## config.mk

```make
export PLATFORM = sky130hd
export DESIGN_NAME = acpi_ec_host_interface_core
export DESIGN_NICKNAME = d
export VERILOG_FILES = /design/src/sv/acpi_ec_pkg.sv /design/src/sv/acpi_ec_host_interface_core.sv
export SDC_FILE = /design/constraint.sdc
export NUM_CORES = 2
export LEC_CHECK = 0
export BUFFER_PORTS_ARGS = -buffer_cell sky130_fd_sc_hd__buf_2
export CORE_AREA = 3 3 659 334
export CTS_BUF_LIST = sky130_fd_sc_hd__clkbuf_4 sky130_fd_sc_hd__clkbuf_8 sky130_fd_sc_hd__clkbuf_16
export DETAILED_ROUTE_END_ITERATION = 6
export DIE_AREA = 0 0 662 337
export GPL_ROUTABILITY_DRIVEN = 0
export GPL_TIMING_DRIVEN = 1
export SLEW_MARGIN = 20
export SYNTH_ARGS = -nofsm -noshare
export SYNTH_HDL_FRONTEND = slang
export SYNTH_SLANG_ARGS = --single-unit
```

## constraint.sdc

```tcl
create_clock -name clk_i -period 5.6 [get_ports clk_i]
set_input_delay 0.28 -clock clk_i [delete_from_list [all_inputs] [get_ports clk_i]]
set_output_delay 0.28 -clock clk_i [all_outputs]
set_load 0.03 [all_outputs]
```

## src/sv/acpi_ec_pkg.sv

```systemverilog
`timescale 1ns / 1ps
// Shared types and constants for the ACPI embedded controller host interface.
// Used by acpi_ec_host_interface_core and its checker; depends on nothing.
package acpi_ec_pkg;

  typedef enum logic [1:0] {
    CMD_HOST_READ  = 2'd0,
    CMD_HOST_WRITE = 2'd1,
    CMD_POST_EVENT = 2'd2
  } req_cmd_e;

  typedef enum logic {
    PORT_DATA   = 1'b0,
    PORT_STATUS = 1'b1
  } port_sel_e;

  typedef enum logic [1:0] {
    PH_IDLE    = 2'd0,
    PH_RD_ADDR = 2'd1,
    PH_WR_ADDR = 2'd2,
    PH_WR_VAL  = 2'd3
  } phase_e;

  typedef enum logic [1:0] {
    OC_OK       = 2'd0,
    OC_BAD_CMD  = 2'd1,
    OC_BAD_DATA = 2'd2,
    OC_Q_FULL   = 2'd3
  } outcome_e;

  localparam logic [7:0] EC_CMD_READ  = 8'h80;
  localparam logic [7:0] EC_CMD_WRITE = 8'h81;
  localparam logic [7:0] EC_CMD_QUERY = 8'h84;

  localparam int unsigned STS_OBF_BIT     = 0;
  localparam int unsigned STS_SCI_EVT_BIT = 5;

endpackage

```

## src/sv/acpi_ec_host_interface_core.sv

```systemverilog
`timescale 1ns / 1ps
// Top level of the ACPI embedded controller host interface, device side.
// Depends on acpi_ec_pkg for command, phase and outcome codes.
//
// Usage: each input request is one host access to the data port (0x62) or
// the command/status port (0x66), or a query code posted by the controller.
// Requests use in_valid_i / in_stall_o, results use out_valid_o / out_stall_i;
// a transfer happens on a clock edge where valid is high and stall is low.
// Every request produces exactly one result in request order.
// On acceptance the request is registered along with the synchronous read
// of the controller space and query queue memories; the modify and
// write-back step then registers the result into the output register once
// that register is free. One request is in flight at a time, so a new
// request is taken only after the previous result has reached that register.
// The result sits in an output register, so the next request is accepted
// while a finished result waits; a stalled receiver holds the result and
// the in-flight request until the output register frees up.
// Reset clears the phase, output buffer, queue pointers and the per-byte
// valid flags, so the controller space reads as zero right after reset
// with no clearing pass.
module acpi_ec_host_interface_core #(
  parameter int unsigned QUERY_DEPTH = 8,
  parameter int unsigned SPACE_BYTES = 256
) (
  input  logic       clk_i,
  input  logic       rst_ni,
  input  logic       in_valid_i,
  output logic       in_stall_o,
  input  logic [1:0] cmd_i,
  input  logic       port_sel_i,
  input  logic [7:0] write_byte_i,
  input  logic [7:0] event_code_i,
  output logic       out_valid_o,
  input  logic       out_stall_i,
  output logic [7:0] read_byte_o,
  output logic [1:0] outcome_o,
  output logic       event_pending_o
);

  localparam int unsigned AW = $clog2(SPACE_BYTES);
  localparam int unsigned QW = (QUERY_DEPTH > 1) ? $clog2(QUERY_DEPTH) : 1;
  localparam int unsigned CW = $clog2(QUERY_DEPTH + 1);

  logic [AW-1:0] mod_tbl [256];

  for (genvar g = 0; g < 256; g++) begin : g_mod
    assign mod_tbl[g] = AW'(g % SPACE_BYTES);
  end

  logic [7:0] space_mem [SPACE_BYTES];
  logic [7:0] query_mem [QUERY_DEPTH];
  logic [SPACE_BYTES-1:0] space_vld_q;

  logic       busy_q;
  logic [1:0] cmd_q;
  logic       port_q;
  logic [7:0] wbyte_q;
  logic [7:0] ecode_q;
  logic [7:0] sp_rdata_q;
  logic       sp_rvld_q;
  logic [7:0] q_rdata_q;

  acpi_ec_pkg::phase_e phase_q, phase_d;
  logic [7:0]    tgt_q, tgt_d;
  logic [7:0]    obyte_q, obyte_d;
  logic          obf_q, obf_d;
  logic [QW-1:0] head_q, head_d;
  logic [CW-1:0] count_q, count_d;

  logic       out_valid_q;
  logic [7:0] rbyte_q, rbyte_d;
  logic [1:0] oc_q, oc_d;
  logic       evp_q;

  logic          accept;
  logic          finish;
  logic          sp_we;
  logic          q_we;
  logic [AW-1:0] sp_raddr;
  logic [AW-1:0] sp_waddr;
  logic [QW:0]   tail_sum;
  logic [QW-1:0] tail;
  logic          q_full;
  logic [7:0]    status;

  assign in_stall_o = busy_q;
  assign accept     = in_valid_i && !busy_q;
  assign finish     = busy_q && (!out_valid_q || !out_stall_i);

  assign sp_raddr = mod_tbl[write_byte_i];
  assign sp_waddr = mod_tbl[tgt_q];

  assign tail_sum = (QW + 1)'(head_q) + (QW + 1)'(count_q);
  assign tail     = (tail_sum >= (QW + 1)'(QUERY_DEPTH)) ?
                    QW'(tail_sum - (QW + 1)'(QUERY_DEPTH)) : QW'(tail_sum);
  assign q_full   = (count_q == CW'(QUERY_DEPTH));

  always_comb begin
    status = 8'h00;
    status[acpi_ec_pkg::STS_OBF_BIT]     = obf_q;
    status[acpi_ec_pkg::STS_SCI_EVT_BIT] = (count_q != '0);
  end

  always_ff @(posedge clk_i) begin
    if (accept) begin
      sp_rdata_q <= space_mem[sp_raddr];
      q_rdata_q  <= query_mem[head_q];
    end
    if (sp_we) begin
      space_mem[sp_waddr] <= wbyte_q;
    end
    if (q_we) begin
      query_mem[tail] <= ecode_q;
    end
  end

  always_ff @(posedge clk_i) begin
    if (accept) begin
      cmd_q   <= cmd_i;
      port_q  <= port_sel_i;
      wbyte_q <= write_byte_i;
      ecode_q <= event_code_i;
    end
    if (finish) begin
      rbyte_q <= rbyte_d;
      oc_q    <= oc_d;
    end
  end

  always_ff @(posedge clk_i or negedge rst_ni) begin
    if (!rst_ni) begin
      busy_q      <= 1'b0;
      sp_rvld_q   <= 1'b0;
      space_vld_q <= '0;
      phase_q     <= acpi_ec_pkg::PH_IDLE;
      tgt_q       <= 8'h00;
      obyte_q     <= 8'h00;
      obf_q       <= 1'b0;
      head_q      <= '0;
      count_q     <= '0;
      out_valid_q <= 1'b0;
      evp_q       <= 1'b0;
    end else begin
      if (accept) begin
        busy_q    <= 1'b1;
        sp_rvld_q <= space_vld_q[sp_raddr];
      end else if (finish) begin
        busy_q <= 1'b0;
      end
      if (sp_we) begin
        space_vld_q[sp_waddr] <= 1'b1;
      end
      phase_q <= phase_d;
      tgt_q   <= tgt_d;
      obyte_q <= obyte_d;
      obf_q   <= obf_d;
      head_q  <= head_d;
      count_q <= count_d;
      if (finish) begin
        out_valid_q <= 1'b1;
        evp_q       <= (count_d != '0);
      end else if (!out_stall_i) begin
        out_valid_q <= 1'b0;
      end
    end
  end

  always_comb begin
    phase_d = phase_q;
    tgt_d   = tgt_q;
    obyte_d = obyte_q;
    obf_d   = obf_q;
    head_d  = head_q;
    count_d = count_q;
    rbyte_d = 8'h00;
    oc_d    = acpi_ec_pkg::OC_OK;
    sp_we   = 1'b0;
    q_we    = 1'b0;
    if (finish) begin
      case (cmd_q)
        acpi_ec_pkg::CMD_HOST_READ: begin
          if (port_q == acpi_ec_pkg::PORT_STATUS) begin
            rbyte_d = status;
          end else begin
            rbyte_d = obyte_q;
            obf_d   = 1'b0;
          end
        end
        acpi_ec_pkg::CMD_HOST_WRITE: begin
          if (port_q == acpi_ec_pkg::PORT_STATUS) begin
            phase_d = acpi_ec_pkg::PH_IDLE;
            case (wbyte_q)
              acpi_ec_pkg::EC_CMD_READ: begin
                phase_d = acpi_ec_pkg::PH_RD_ADDR;
              end
              acpi_ec_pkg::EC_CMD_WRITE: begin
                phase_d = acpi_ec_pkg::PH_WR_ADDR;
              end
              acpi_ec_pkg::EC_CMD_QUERY: begin
                obf_d = 1'b1;
                if (count_q != '0) begin
                  obyte_d = q_rdata_q;
                  head_d  = (head_q == QW'(QUERY_DEPTH - 1)) ? '0 : QW'(head_q + 1'b1);
                  count_d = CW'(count_q - 1'b1);
                end else begin
                  obyte_d = 8'h00;
                end
              end
              default: begin
                oc_d = acpi_ec_pkg::OC_BAD_CMD;
              end
            endcase
          end else begin
            case (phase_q)
              acpi_ec_pkg::PH_RD_ADDR: begin
                obyte_d = sp_rvld_q ? sp_rdata_q : 8'h00;
                obf_d   = 1'b1;
                phase_d = acpi_ec_pkg::PH_IDLE;
              end
              acpi_ec_pkg::PH_WR_ADDR: begin
                tgt_d   = wbyte_q;
                phase_d = acpi_ec_pkg::PH_WR_VAL;
              end
              acpi_ec_pkg::PH_WR_VAL: begin
                sp_we   = 1'b1;
                phase_d = acpi_ec_pkg::PH_IDLE;
              end
              default: begin
                oc_d = acpi_ec_pkg::OC_BAD_DATA;
              end
            endcase
          end
        end
        acpi_ec_pkg::CMD_POST_EVENT: begin
          if (ecode_q != 8'h00) begin
            if (q_full) begin
              oc_d = acpi_ec_pkg::OC_Q_FULL;
            end else begin
              q_we    = 1'b1;
              count_d = CW'(count_q + 1'b1);
            end
          end
        end
        default: begin
        end
      endcase
    end
  end

  assign out_valid_o     = out_valid_q;
  assign read_byte_o     = rbyte_q;
  assign outcome_o       = oc_q;
  assign event_pending_o = evp_q;

endmodule

```

==> run metrics <==
status finished clean; Post-Syn Instances 4595; WL per Instance 30.6 µm; DP Cell Count 7348; I/O pin count 36; Hold Violations, Final 0; crit path max-delay cell type nor2_1; clock skew 0.0428 ns; critical path endpoint category register; H-tree level count 4; final instance area 0.106 mm²; Post-DP Area 0.0980 mm²; setup TNS 0 ns; CTS tree yes; post-synthesis cell type count 72; FF+latch count, synth 2443; minimum clock period 4.40 ns; final setup vio count 0; top_reg_cell synth edfxtp_1; LEAKAGE 34.7 nW; Post-DRT Antenna Nets 0; total gr overflow 0; port buffer count 35; final core occ 49.4%; CP required 6.05 ns; die width 662 µm; Die Y 337 µm; core area 0.214 mm²; pre-CTS setup slack 0.849 ns; Synth Cell Area 0.0942 mm²; Post-CTS Resized 0; Slew Viols, Final 0; critical-path cell list inv_1 > ha_1 > buf_4 > nand2_1 > or3_4 > nor3b_2 > nand2_1 > nor2_1; Post-Route WL 238000 µm; Global Route Usage Sum 21.4%; kind of critical path register to register; reg2reg start cmd_q[1]; clock sinks 2443; number of remaining DRC errors 0; Period Utilization, post-route 78.5%; CP peak stage delay 0.94 ns; Reg power frac 53.2%; clock buffer depth 4; initial antenna violation count 10; CTS Buf Count 221; Clk pwr share 40.2%; Post-Layout Cell Count 7782; pin count of the biggest net entering global routing 197; Hold WC Path Type input port to async pin; HPWL after DPL 141000 µm; Avg Inst Size Synth 20.5 µm²; row count 120; initial core utilization 44.0%; type of origin of the critical path register; async set-reset flop share out of synthesis 11.7%; Ys Warns 0; syn_nets 4627; CP max FO 16; max-cap violations 0; relative slew slack 17.3%; Comb pwr share 6.6%; CP startpoint cmd_q[1]; Post-synth EDFFs 2157; Switching Power 8.56 mW; die area 0.223 mm²; CP most frequent cell nand2_1; critical path arrival 4.85 ns; measured slew at the worst slew-check pin 1.24 ns; power consumption 38.8 mW; first-pass GRT wire length 347000 µm; FILL cells 17100; Sw Share 22.1%; Int Power 30.2 mW; register area share after synthesis 76.4%; fin nets 4754; Area growth syn-to-layout 12.3%; vias in the first global route 48000; DR pass1 iterations 6; mean number of vias per cell 6.04; final hold slack 0.141 ns; worst vdd ir 231 µV; Clk Latency, worst-skew pair 0.85 ns; initial DRC count 5701; Reg clk slew, reported paths 0.07 ns; FMAX 227 MHz; via count 47000; RSZ-0062 raised after global routing false; Pwr per Cell Area 367 mW/mm²; share of cells above drive strength 1 26.4%; setup ws final 1.20 ns; root buf cell clkbuf_16
[worst max-delay path: cells and delay by family, from the launching register on]
| family | cells | cell delay, ns |
|---|---|---|
| AND/OR/NAND/NOR | 5 | 3.19 |
| flip-flops | 1 | 0.41 |
| buffers and inverters | 2 | 0.29 |
| adder cells (fa/ha/maj) | 1 | 0.14 |
[synth_stat cells, types with 2 or more instances]
cell type	number	share of area, %
nand2b_1	5	0.033
nor2b_1	12	0.080
a2111oi_0	2	0.019
ha_1	8	0.11
o31ai_1	2	0.016
mux2_2	21	0.25
buf_1	29	0.12
or4_1	2	0.016
edfxtp_1	2157	69
mux4_2	585	14
nand4_1	6	0.040
or2_1	98	0.65
buf_4	23	0.18
dfrtp_1	286	7.6
a21boi_0	2	0.016
a22oi_1	270	2.2
nor3_1	9	0.048
o221ai_1	8	0.074
o21bai_1	64	0.51
and2_1	10	0.066
a21oi_1	151	0.80
nor2_1	286	1.1
or2_2	106	0.70
nor4_1	33	0.22
o21a_1	2	0.016
a21o_1	3	0.024
nor2_2	9	0.060
xnor2_1	2	0.019
nor3b_2	2	0.027
nor4b_1	2	0.019
a211oi_1	8	0.064
buf_6	11	0.13
a22o_1	2	0.019
o21ai_0	6	0.032
mux2i_1	20	0.21
nand2_1	59	0.24
inv_1	8	0.032
clkbuf_1	156	0.62
a211o_1	2	0.019
buf_2	59	0.31
nand3b_1	2	0.016
o22ai_1	20	0.13
o2111ai_1	2	0.019
nand3_1	17	0.090
[logic make-up (layout without fill, tap and decap cells)]
| group | Yosys count | count (layout) | share of synthesized area, % |
|---|---|---|---|
| multiplexers | 626 | 626 | 14.5 |
| flip-flops | 2443 | 2443 | 76.4 |
| AO/OA/AOI/OAI | 557 | 557 | 4.03 |
| adder cells (fa/ha/maj) | 9 | 9 | 0.128 |
| AND/OR/NAND/NOR | 669 | 669 | 3.56 |
| other | 0 | 10 | 0 |
| XOR/XNOR | 3 | 3 | 0.0279 |
| buffers and inverters | 288 | 598 | 1.41 |
[metal layers]
layer | track usage [%] | vias up | wire, µm | part of all wire [%]
li1 | - | 19100 | - | -
met1 | 31.1 | 25500 | 101000 | 42
met2 | 33.5 | 2038 | 112000 | 47
met3 | 4.46 | 321 | 20000 | 8.4
met4 | 5.06 | 4 | 5380 | 2.3
met5 | 0.128 | - | 27 | 0.011
[registers in the layout, summed over array words and instances, names as in the netlist, 2 cells and up]
register     count
wbyte_q          8
outcome_o        2
space_vld_q    256
phase_q          2
count_q          4
head_q           3
sp_rdata_q       8
q_rdata_q        8
read_byte_o      8
query_mem       64
obyte_q          8
tgt_q            8
cmd_q            2
ecode_q          8
space_mem     2048
[layout by cell type (no fill, tap or decap), types with 4 or more instances in the layout]
cell / count
a211oi_1: 8
a21oi_1: 151
a22oi_1: 270
and2_1: 9
buf_12: 23
buf_2: 32
buf_4: 103
bufinv_16: 22
clkbuf_16: 226
clkbuf_4: 54
clkbuf_8: 26
clkinv_1: 29
clkinv_2: 38
clkinvlp_4: 7
dfrtp_1: 286
diode_2: 10
dlygate4sd3_1: 17
edfxtp_1: 2157
ha_1: 8
inv_1: 7
mux2_2: 21
mux2i_1: 20
mux4_2: 585
nand2_1: 55
nand2_2: 5
nand2b_1: 4
nand3_1: 11
nand3_2: 6
nand4_1: 6
nor2_1: 284
nor2_2: 9
nor2b_1: 11
nor3_1: 9
nor4_1: 32
o21ai_0: 6
o21bai_1: 64
o221ai_1: 8
o22ai_1: 17
or2_1: 98
or2_2: 106
[path summary, 6_finish.rpt]
check                              endpoint  cells past startpoint  slack [ns]
max in group asynchronous   space_vld_q[86]                      3        3.86
min                        space_vld_q[158]                      2        0.14
min in group clk_i               wbyte_q[4]                      2        0.14
max                        space_mem[84][0]                      8        1.20
max reg2reg                space_mem[84][0]                      8        1.20
min reg2reg                space_vld_q[203]                      1        0.46
[what timing repair did]
item,4_1_cts,5_1_grt
endpoints found under the setup margin,0,0
hold buffers,17,0
buffers inserted,0,0
hold endpoints to repair,115,0
[power by group through the flow]
stage	registers (mW)	clock network, mW	logic, mW
floorplan	21.5	0	1.02
CTS	20.6	15.8	2.58
global route	20.6	16.6	2.74
global placement	21.0	0	2.50
finish	20.6	15.6	2.57
detailed placement	21.0	0	2.58
[final cells by class]
class | count | area, µm² | area share, %
antenna | 10 | 25.0 | 0.0237
clock buffer | 306 | 6420 | 6.07
clock inverter | 100 | 1060 | 1.00
tap | 2867 | 3590 | 3.39
sequential | 2443 | 71900 | 68.0
inverter | 10 | 37.5 | 0.0355
multi-input combinational | 1864 | 21000 | 19.9
timing repair buffer | 182 | 1670 | 1.58
(Power assumes the default switching activity.)
